File: src/sv/lpbm_pkg.sv
// Shared types and codes for the LRU page buffer manager.
package lpbm_pkg;

    typedef enum logic [2:0] {
        OP_GET       = 3'd0,
        OP_PIN       = 3'd1,
        OP_UNPIN     = 3'd2,
        OP_UNPIN_ALL = 3'd3,
        OP_DIRTY     = 3'd4,
        OP_FLUSH     = 3'd5,
        OP_RSVD6     = 3'd6,
        OP_RSVD7     = 3'd7
    } t_op;

    typedef enum logic [1:0] {
        ST_OK         = 2'd0,
        ST_ALL_PINNED = 2'd1,
        ST_RANGE      = 2'd2,
        ST_RSVD       = 2'd3
    } t_status;

    localparam logic CFG_FRAME_LIMIT = 1'b0;
    localparam logic CFG_INIT_PAGES  = 1'b1;

    localparam int FL_W     = 7;
    localparam int PC_W     = 16;
    localparam int CLOCK_W  = 32;
    localparam int PG_W     = 6;
    localparam logic [FL_W-1:0] FRAME_LIMIT_RST = 7'd16;

    typedef struct packed {
        logic [2:0]      opcode;
        logic [PG_W-1:0] page_index;
    } t_req;

    typedef struct packed {
        logic [1:0]      status;
        logic            hit;
        logic            fetch_from_store;
        logic            evicted;
        logic [PG_W-1:0] evicted_page;
        logic            write_back;
        logic [PG_W-1:0] write_back_page;
    } t_result;

    typedef struct packed {
        logic load;
        logic rd;
        logic exec;
        logic scan;
        logic vic;
        logic fill;
    } t_ctl;

    typedef struct packed {
        logic imm;
        logic miss;
        logic full;
        logic scan_done;
        logic found;
    } t_sts;

endpackage

File: src/sv/lru_page_buffer_manager.sv
// Top level of the LRU page buffer manager.
//  channel   | signals                                   | handshake
//  request   | i_start, o_busy, i_req                    | accepted when i_start && !o_busy
//  result    | o_result_valid, o_result                  | one-cycle strobe, no back-pressure
//  config    | i_cfg_valid, o_cfg_ready, i_cfg_index/data| written when valid && ready
// Unpin-all, reserved opcodes and range errors: result in the cycle after accept.
// Hits and other opcodes: S_RD, S_EXEC. Miss below the frame limit: then S_FILL.
// Miss at the frame limit: one-entry-a-cycle victim scan, S_VIC, S_FILL if found.
// Synchronous active-low reset; no clearing pass. Results cannot be stalled.
module lru_page_buffer_manager import lpbm_pkg::*; #(
    parameter int N_SLOTS   = 64,
    parameter int PIN_WIDTH = 8
) (
    input  logic            i_clk,
    input  logic            i_rst_n,
    input  logic            i_start,
    output logic            o_busy,
    input  t_req            i_req,
    output logic            o_result_valid,
    output t_result         o_result,
    input  logic            i_cfg_valid,
    output logic            o_cfg_ready,
    input  logic            i_cfg_index,
    input  logic [PC_W-1:0] i_cfg_data
);
    t_ctl ctl;
    t_sts sts;

    assign o_cfg_ready = !o_busy;

    lpbm_ctrl u_ctrl (
        .i_clk   (i_clk),
        .i_rst_n (i_rst_n),
        .i_start (i_start),
        .i_sts   (sts),
        .o_ctl   (ctl),
        .o_busy  (o_busy)
    );

    lpbm_dp #(.N_SLOTS(N_SLOTS), .PIN_WIDTH(PIN_WIDTH)) u_dp (
        .i_clk          (i_clk),
        .i_rst_n        (i_rst_n),
        .i_ctl          (ctl),
        .i_req          (i_req),
        .i_cfg_we       (i_cfg_valid && o_cfg_ready),
        .i_cfg_index    (i_cfg_index),
        .i_cfg_data     (i_cfg_data),
        .o_sts          (sts),
        .o_result_valid (o_result_valid),
        .o_result       (o_result)
    );
endmodule

File: src/sv/lpbm_ram.sv
// Generic single-write, single-read RAM with registered read data.
module lpbm_ram #(
    parameter int W = 8,
    parameter int D = 64
) (
    input  logic                 i_clk,
    input  logic                 i_we,
    input  logic [$clog2(D)-1:0] i_waddr,
    input  logic [W-1:0]         i_wdata,
    input  logic [$clog2(D)-1:0] i_raddr,
    output logic [W-1:0]         o_rdata
);
    logic [W-1:0] r_mem [D];
    logic [W-1:0] r_rdata;

    always_ff @(posedge i_clk) begin
        if (i_we) begin
            r_mem[i_waddr] <= i_wdata;
        end
        r_rdata <= r_mem[i_raddr];
    end

    assign o_rdata = r_rdata;
endmodule

File: src/sv/lpbm_ctrl.sv
// Sequencer for the page buffer manager.
module lpbm_ctrl import lpbm_pkg::*; (
    input  logic i_clk,
    input  logic i_rst_n,
    input  logic i_start,
    input  t_sts i_sts,
    output t_ctl o_ctl,
    output logic o_busy
);
    typedef enum logic [5:0] {
        S_IDLE = 6'b000001,
        S_RD   = 6'b000010,
        S_EXEC = 6'b000100,
        S_SCAN = 6'b001000,
        S_VIC  = 6'b010000,
        S_FILL = 6'b100000
    } t_state;

    t_state r_state, n_state;

    always_ff @(posedge i_clk) begin
        if (!i_rst_n) begin
            r_state <= S_IDLE;
        end else begin
            r_state <= n_state;
        end
    end

    always_comb begin
        n_state = r_state;
        o_ctl   = '0;
        unique case (r_state)
            S_IDLE: begin
                if (i_start) begin
                    o_ctl.load = 1'b1;
                    n_state    = i_sts.imm ? S_IDLE : S_RD;
                end
            end
            S_RD: begin
                o_ctl.rd = 1'b1;
                n_state  = S_EXEC;
            end
            S_EXEC: begin
                o_ctl.exec = 1'b1;
                if (i_sts.miss) begin
                    n_state = i_sts.full ? S_SCAN : S_FILL;
                end else begin
                    n_state = S_IDLE;
                end
            end
            S_SCAN: begin
                o_ctl.scan = 1'b1;
                if (i_sts.scan_done) begin
                    n_state = S_VIC;
                end
            end
            S_VIC: begin
                o_ctl.vic = 1'b1;
                n_state   = i_sts.found ? S_FILL : S_IDLE;
            end
            S_FILL: begin
                o_ctl.fill = 1'b1;
                n_state    = S_IDLE;
            end
            default: n_state = S_IDLE;
        endcase
    end

    assign o_busy = (r_state != S_IDLE);
endmodule

File: src/sv/lpbm_dp.sv
// Page metadata, victim scan and result register.
module lpbm_dp import lpbm_pkg::*; #(
    parameter int N_SLOTS   = 64,
    parameter int PIN_WIDTH = 8
) (
    input  logic            i_clk,
    input  logic            i_rst_n,
    input  t_ctl            i_ctl,
    input  t_req            i_req,
    input  logic            i_cfg_we,
    input  logic            i_cfg_index,
    input  logic [PC_W-1:0] i_cfg_data,
    output t_sts            o_sts,
    output logic            o_result_valid,
    output t_result         o_result
);
    localparam int PW = $clog2(N_SLOTS);
    localparam int CW = (PW + 1 > FL_W) ? PW + 1 : FL_W;
    localparam logic [PW:0] NP = (PW+1)'(N_SLOTS);
    localparam logic [PIN_WIDTH-1:0] PIN_MAX = '1;

    logic [N_SLOTS-1:0]   r_res, r_dirty, r_pvalid;
    logic [PW:0]          r_count;
    logic [CLOCK_W-1:0]   r_clock;
    logic [PC_W-1:0]      r_store;
    logic [FL_W-1:0]      r_flimit;
    t_req                 r_req;
    logic [PIN_WIDTH-1:0] r_pcur;
    logic [PW:0]          r_sidx;
    logic                 r_cval;
    logic [PW-1:0]        r_cidx;
    logic                 r_found;
    logic [PW-1:0]        r_victim;
    logic [CLOCK_W-1:0]   r_oldest;
    logic                 r_strobe;
    t_result              r_out;

    logic [PW-1:0]        pgx, raddr;
    logic [PIN_WIDTH-1:0] pin_rd, pcur, pcur_sel, pin_inc, pin_wdata;
    logic [CLOCK_W-1:0]   lu_rd, clock_nx;
    logic                 pin_we, lu_we, is_miss, cmp_pin0, take;
    logic [FL_W-1:0]      limit;
    logic                 range_err;
    t_op                  req_op, cur_op;

    assign req_op    = t_op'(i_req.opcode);
    assign cur_op    = t_op'(r_req.opcode);
    assign range_err = ({{(32-PG_W){1'b0}}, i_req.page_index} >= 32'(N_SLOTS));
    assign pgx       = PW'(r_req.page_index);
    assign raddr     = i_ctl.scan ? r_sidx[PW-1:0] : pgx;
    assign limit     = (r_flimit == '0) ? FL_W'(1) : r_flimit;
    assign is_miss   = (cur_op == OP_GET) && !r_res[pgx];
    assign clock_nx  = r_clock + CLOCK_W'(1);

    assign pcur     = r_pvalid[pgx] ? pin_rd : '0;
    assign pcur_sel = i_ctl.fill ? r_pcur : pcur;
    assign pin_inc  = (pcur_sel == PIN_MAX) ? pcur_sel : pcur_sel + PIN_WIDTH'(1);

    always_comb begin
        pin_we    = 1'b0;
        pin_wdata = pin_inc;
        lu_we     = 1'b0;
        if (i_ctl.exec) begin
            unique case (cur_op)
                OP_GET: begin
                    pin_we = !is_miss;
                    lu_we  = !is_miss;
                end
                OP_PIN:   pin_we = 1'b1;
                OP_UNPIN: begin
                    pin_we    = 1'b1;
                    pin_wdata = (pcur == '0) ? pcur : pcur - PIN_WIDTH'(1);
                end
                default: pin_we = 1'b0;
            endcase
        end else if (i_ctl.fill) begin
            pin_we = 1'b1;
            lu_we  = 1'b1;
        end
    end

    assign cmp_pin0 = r_pvalid[r_cidx] ? (pin_rd == '0) : 1'b1;
    assign take     = r_cval && r_res[r_cidx] && cmp_pin0 && (!r_found || lu_rd < r_oldest);

    lpbm_ram #(.W(PIN_WIDTH), .D(N_SLOTS)) u_pin_ram (
        .i_clk   (i_clk),
        .i_we    (pin_we),
        .i_waddr (pgx),
        .i_wdata (pin_wdata),
        .i_raddr (raddr),
        .o_rdata (pin_rd)
    );

    lpbm_ram #(.W(CLOCK_W), .D(N_SLOTS)) u_lu_ram (
        .i_clk   (i_clk),
        .i_we    (lu_we),
        .i_waddr (pgx),
        .i_wdata (clock_nx),
        .i_raddr (raddr),
        .o_rdata (lu_rd)
    );

    always_ff @(posedge i_clk) begin
        if (!i_rst_n) begin
            r_res    <= '0;
            r_dirty  <= '0;
            r_pvalid <= '0;
            r_count  <= '0;
            r_clock  <= '0;
            r_store  <= '0;
            r_flimit <= FRAME_LIMIT_RST;
            r_strobe <= 1'b0;
            r_cval   <= 1'b0;
            r_found  <= 1'b0;
        end else begin
            r_strobe <= 1'b0;
            if (i_cfg_we) begin
                unique case (i_cfg_index)
                    CFG_FRAME_LIMIT: r_flimit <= i_cfg_data[FL_W-1:0];
                    CFG_INIT_PAGES:  r_store  <= i_cfg_data;
                    default:         r_store  <= r_store;
                endcase
            end
            if (i_ctl.load) begin
                r_req <= i_req;
                r_out <= '0;
                if (req_op == OP_UNPIN_ALL) begin
                    r_pvalid <= '0;
                end
                if (o_sts.imm) begin
                    r_strobe <= 1'b1;
                    if (req_op != OP_UNPIN_ALL && req_op != OP_RSVD6 &&
                        req_op != OP_RSVD7) begin
                        r_out.status <= ST_RANGE;
                    end
                end
            end
            if (pin_we) begin
                r_pvalid[pgx] <= 1'b1;
            end
            if (lu_we) begin
                r_clock <= clock_nx;
            end
            if (i_ctl.exec) begin
                r_pcur  <= pcur;
                r_sidx  <= '0;
                r_cval  <= 1'b0;
                r_found <= 1'b0;
                if (!is_miss) begin
                    r_strobe <= 1'b1;
                end
                unique case (cur_op)
                    OP_GET:   r_out.hit <= !is_miss;
                    OP_DIRTY: r_dirty[pgx] <= 1'b1;
                    OP_FLUSH: begin
                        if (r_res[pgx] && r_dirty[pgx]) begin
                            r_out.write_back      <= 1'b1;
                            r_out.write_back_page <= r_req.page_index;
                            r_dirty[pgx]          <= 1'b0;
                        end
                    end
                    default: r_out.hit <= 1'b0;
                endcase
            end
            if (i_ctl.scan) begin
                r_cval <= (r_sidx != NP);
                r_cidx <= r_sidx[PW-1:0];
                if (r_sidx != NP) begin
                    r_sidx <= r_sidx + (PW+1)'(1);
                end
                if (take) begin
                    r_found  <= 1'b1;
                    r_victim <= r_cidx;
                    r_oldest <= lu_rd;
                end
            end
            if (i_ctl.vic) begin
                if (r_found) begin
                    r_res[r_victim]    <= 1'b0;
                    r_dirty[r_victim]  <= 1'b0;
                    r_count            <= r_count - (PW+1)'(1);
                    r_out.evicted      <= 1'b1;
                    r_out.evicted_page <= PG_W'(r_victim);
                    if (r_dirty[r_victim]) begin
                        r_out.write_back      <= 1'b1;
                        r_out.write_back_page <= PG_W'(r_victim);
                    end
                end else begin
                    r_out.status <= ST_ALL_PINNED;
                    r_strobe     <= 1'b1;
                end
            end
            if (i_ctl.fill) begin
                r_res[pgx]   <= 1'b1;
                r_dirty[pgx] <= 1'b0;
                r_count      <= r_count + (PW+1)'(1);
                r_strobe     <= 1'b1;
                if (PC_W'(r_req.page_index) < r_store) begin
                    r_out.fetch_from_store <= 1'b1;
                end else begin
                    r_store <= PC_W'(r_req.page_index) + PC_W'(1);
                end
            end
        end
    end

    assign o_sts.imm       = (req_op == OP_UNPIN_ALL) || (req_op == OP_RSVD6) ||
                             (req_op == OP_RSVD7) || range_err;
    assign o_sts.miss      = is_miss;
    assign o_sts.full      = (CW'(r_count) >= CW'(limit));
    assign o_sts.scan_done = (r_sidx == NP) && r_cval;
    assign o_sts.found     = r_found;

    assign o_result_valid = r_strobe;
    assign o_result       = r_out;
endmodule

File: config.mk
export PLATFORM = sky130hd
export DESIGN_NAME = lru_page_buffer_manager
export DESIGN_NICKNAME = d
export VERILOG_FILES = /design/src/sv/lpbm_pkg.sv /design/src/sv/lru_page_buffer_manager.sv /design/src/sv/lpbm_ram.sv /design/src/sv/lpbm_ctrl.sv /design/src/sv/lpbm_dp.sv
export SDC_FILE = /design/constraint.sdc
export NUM_CORES = 2
export LEC_CHECK = 0
export ABC_AREA = 1
export BUFFER_PORTS_ARGS = -buffer_cell sky130_fd_sc_hd__clkbuf_2
export CELL_PAD_IN_SITES_DETAIL_PLACEMENT = 1
export CELL_PAD_IN_SITES_GLOBAL_PLACEMENT = 1
export CORE_UTILIZATION = 51
export DETAILED_ROUTE_END_ITERATION = 8
export GPL_ROUTABILITY_DRIVEN = 0
export GPL_TIMING_DRIVEN = 0
export HOLD_SLACK_MARGIN = 0.05
export PLACE_DENSITY = 0.9
export SKIP_LAST_GASP = 1
export SYNTH_ARGS = -nofsm -noshare
export SYNTH_HDL_FRONTEND = slang
export SYNTH_HIERARCHICAL = 1
export SYNTH_SLANG_ARGS = --single-unit
export TNS_END_PERCENT = 10
File: constraint.sdc
create_clock -name i_clk -period 7.6 [get_ports i_clk]
set_clock_uncertainty 0.15 [all_clocks]
set_input_delay 1.52 -clock i_clk [delete_from_list [all_inputs] [get_ports i_clk]]
set_output_delay 1.52 -clock i_clk [all_outputs]
set_load 0.02 [all_outputs]
==> results of run 1 <==
[through the flow]
step / instances / hold slack [ps] / instance area (um^2) / utilization
global placement: 14910 / 262.5 / 129400 / 0.5310
detailed placement: 15130 / 281.7 / 134200 / 0.5505
CTS: 15650 / 300.7 / 143600 / 0.5893
floorplan: 11660 / 253.0 / 125100 / -
[cells by family after synthesis]
logic type / synth area share
AND/OR/NAND/NOR: 0.2278
flip-flops: 0.6834
buffers and inverters: 0.04272
AO/OA/AOI/OAI: 0.03687
adder cells (fa/ha/maj): 0.005659
XOR/XNOR: 0.002800
multiplexers: 0.0007199
[synthesized netlist by cell type (25+ instances only)]
master | count | share of area
xor2_1 | 30 | 0.0021
clkbuf_1 | 199 | 0.0060
ha_1 | 55 | 0.0055
o21ai_0 | 225 | 0.0090
dfxtp_1 | 303 | 0.048
buf_6 | 59 | 0.0053
nor2_1 | 446 | 0.013
a21oi_1 | 361 | 0.014
o211ai_1 | 39 | 0.0023
nand2_1 | 3575 | 0.11
nand3_1 | 2485 | 0.099
buf_4 | 68 | 0.0041
nand4_1 | 47 | 0.0023
edfxtp_1 | 2646 | 0.63
buf_2 | 335 | 0.013
nor3_1 | 38 | 0.0015
o22ai_1 | 38 | 0.0019
nor4_1 | 25 | 0.0012
buf_1 | 52 | 0.0016
o21ai_1 | 67 | 0.0027
inv_1 | 378 | 0.011
[metal layers]
layer	overflow	global-route usage
met5	0	0.3479
met4	9	0.6235
met3	0	0.5385
met2	2	0.7658
met1	0	0.6165
==> results.cfg, run 1 <==
[synthesis]
ys_seq_area_frac = 0.6834
avgSynthCellArea_um2 = 10.74
synth_nets = 11740
synth-main-ff-cell = edfxtp_1
async_flop_share = 0
ys_ff_latch = 2949
netlist_area_mm2 = 0.1251
yosysWarnings = 6
synth_edf_count = 2646
synth_cells = 11660
ys_types = 59

[die]
io_pins = 51
die_w_um = 497.4
die_h_um = 497.4
start_util = 0.5135
row_count = 181

[global_route]
grt_overflow = 11
grt_use_total = 0.6356
grt_start_max_net_pins = 50

[clocking]
post_cts_buffers = 0
h-tree-depth = 5
cts_root_buf = clkbuf_16
cts_resized = 0
postCtsHoldBufs = 0
cts_made_buffers = 303
clock_sinks = 2949
cts_buffer_depth = 4

[placed_design]
place_ws_ps = 462.4
port_buffers = 50
place.detailed.hpwl_um = 396600

[run_status]
status = stopped before the end
error = [ERROR GRT-0232] Routing congestion too high. Check the congestion heatmap in the GUI.
lastStage = 5_1_grt
==> run 2: changes to the inputs <==
--- a/config.mk
+++ b/config.mk
@@ -7,14 +7,11 @@
 export LEC_CHECK = 0
 export ABC_AREA = 1
 export BUFFER_PORTS_ARGS = -buffer_cell sky130_fd_sc_hd__clkbuf_2
-export CELL_PAD_IN_SITES_DETAIL_PLACEMENT = 1
-export CELL_PAD_IN_SITES_GLOBAL_PLACEMENT = 1
-export CORE_UTILIZATION = 51
+export CORE_UTILIZATION = 40
 export DETAILED_ROUTE_END_ITERATION = 8
 export GPL_ROUTABILITY_DRIVEN = 0
 export GPL_TIMING_DRIVEN = 0
-export HOLD_SLACK_MARGIN = 0.05
-export PLACE_DENSITY = 0.9
+export PLACE_DENSITY_LB_ADDON = 0.15
 export SKIP_LAST_GASP = 1
 export SYNTH_ARGS = -nofsm -noshare
 export SYNTH_HDL_FRONTEND = slang
==> results.cfg, run 2 <==
[setup_path]
crit_required_ps = 8080
end_kind = flop
arrival_ps = 8050
path_class = reg -> reg
critPathMaxFanout = 16
start_kind = flop

[die]
fp.coreArea_mm2 = 0.3116
die_w_um = 561.3
row_count = 205
io_pins = 51
start_util = 0.4015
die_h_um = 561.3
die_area_mm2 = 0.3151

[clocking]
h-tree-depth = 5
cts_tree = yes
cts_resized = 0
post_cts_buffers = 0
clk_latency_ps = 970
cts_root_buf = clkbuf_16
clkTransAtPathRegs_ps = 60
cts_made_buffers = 325
cts_buffer_depth = 4
postCtsHoldBufs = 0
clock_sinks = 2949

[layout]
layout.cells.non_filler = 16710
layout_commonest_cell = nand2_1
largest_reg_flops = 2048
drive_gt1_frac = 0.1110
biggestRegsByFlops = u_dp/u_lu_ram/r_mem (2048), u_dp/u_pin_ram/r_mem (512)
fin_util = 0.4691
fill_cells = 28230
nNetsFinal = 12370
final_cell_mix = nand2_1, edfxtp_1, nand3_1
area_growth_pct = 16.83
top_register = u_dp/u_lu_ram/r_mem

[synthesis]
synth_edf_count = 2646
avgSynthCellArea_um2 = 10.74
synth_cells = 11660
ys_ff_latch = 2949
yosys.area.top_type_share = 0.6349
ys_types = 59
yosysTopAreaCell = edfxtp_1
synth_nets = 11740
ys_seq_area_frac = 0.6834
yosysWarnings = 6
synth_area_leaders = edfxtp_1, nand2_1, nand3_1, dfxtp_1, a21oi_1
synthTopCellsByCount = nand2_1, edfxtp_1, nand3_1, nor2_1, inv_1
synth-main-ff-cell = edfxtp_1
synth_most_common_cell = nand2_1
async_flop_share = 0
netlist_area_mm2 = 0.1251

[drt]
wl_um = 509700
drt_iter0_drc = 14810
firstDrtPassIters = 9
drcViolationCount = 0
ant_nets = 0
vias = 98780
wl_per_cell_um = 30.51
routed_via_density = 5.911

[timing]
rsz0062_at_grt = false
fin_crit_sh = 0.9971
finalHoldViolCount = 0
post-route-min-period_ps = 7578
whs_ps = 285.4
fmax_ghz = 0.1320
slew_violations = 37
max_slew.worst_pin.slew_ps = 1611
setup_tns_ps = 0
setup_violations = 0
slew_headroom = -0.07397

[global_route]
grt_pass1_vias = 90920
grt_overflow = 0
grt_start_max_net_pins = 66
grt_use_total = 0.3149
grt_pass1_wl_um = 699900
antenna_found_initial = 34

[pwr]
total_power_w = 0.03549
p_leak_nw = 52.44
ir_drop_v = 0.0001912
p_per_area_mw_per_mm2 = 242.7

[run_status]
failed_checks = max-capacitance violations, max-slew violations
status = complete, but fails checks

[placed_design]
place.detailed.hpwl_um = 357200
place_inst = 16090
port_buffers = 50

[job]
maxCapViolations = 4

[worst_hold_path]
hold_class = reg -> reg
## run 2: cell counts after synthesis
No cell type changed its count.
## run 2: path summary, 6_finish.rpt
check / startpoint / end / slack (ps) / depth (start not counted)
worst min register to register: u_dp/u_lu_ram/o_rdata[30]$_DFF_P_ / u_dp/r_oldest[30]$_DFFE_PP_ / 290 / 0
worst max register to register: u_dp/pgx[4]$_DFFE_PP_ / u_dp/u_lu_ram/r_mem[53][17]$_DFFE_PP_ / 20 / 17
worst max-delay path: u_dp/pgx[4]$_DFFE_PP_ / u_dp/u_lu_ram/r_mem[53][17]$_DFFE_PP_ / 20 / 17
worst min-delay path: u_dp/u_lu_ram/o_rdata[30]$_DFF_P_ / u_dp/r_oldest[30]$_DFFE_PP_ / 290 / 0
## run 2: worst max-delay path: stages, from the launching register on
cell      delay [ps]
edfxtp_1        1230
inv_1            420
nor3_1          1020
nand2_1          190
nand2_1          170
nor2_2            60
nand2_4          170
nand2_2          110
nand2_2          240
buf_2            330
clkbuf_1         530
nand4_1          520
nor4_2          1020
buf_4            330
buf_4            210
buf_4            210
buf_6            150
buf_4            190
## run 2: final cells by class
cell class	instances	area, um^2	area share
diodes	21	52.55	0.0003594
plain buffers	715	3827	0.02618
clock buffers	408	8630	0.05902
clock inverters	187	1775	0.01214
inverters	403	1528	0.01045
multi-input cells	7589	35400	0.2421
flip-flops and latches	2949	85520	0.5850
well taps	4140	5180	0.03543
repair buffers	297	4289	0.02934
## run 2: stage by stage
stage,worst slack [ps],cell area (um^2)
after global placement,-8296,130600
after global routing,182.4,146200
final,21.82,146200
after detailed placement,273.1,135700
after CTS,294.5,146100
after floorplan,1354,125100
## run 2: logic make-up (layout without fill, tap and decap cells)
logic type | Yosys count | in the layout | synth area share
compound gates | 828 | 828 | 0.03687
xor+xnor | 40 | 40 | 0.002800
fa+ha+maj | 56 | 56 | 0.005659
buf+inv | 1118 | 2010 | 0.04272
flops | 2949 | 2949 | 0.6834
mux | 9 | 9 | 0.0007199
other cells | 0 | 21 | 0
simple gates | 6656 | 6656 | 0.2278
## run 2: where the power goes
group / leakage, nW / internal, W / switching [W]
clock network: 5.07 / 0.00897 / 0.00672
logic: 24.1 / 0.000523 / 0.00170
registers: 23.2 / 0.0175 / 0.0000434
total: 52.4 / 0.0270 / 0.00846
## run 2: routing by layer
metal	wire length [um]	vias to the layer above	GRT usage
met3	58170	1570	0.07965
met5	207	-	0.001807
met2	223500	6511	0.4819
met1	189600	48550	0.3999
met4	38220	14	0.1976
li1	-	42130	-
(Power assumes the default switching activity.)
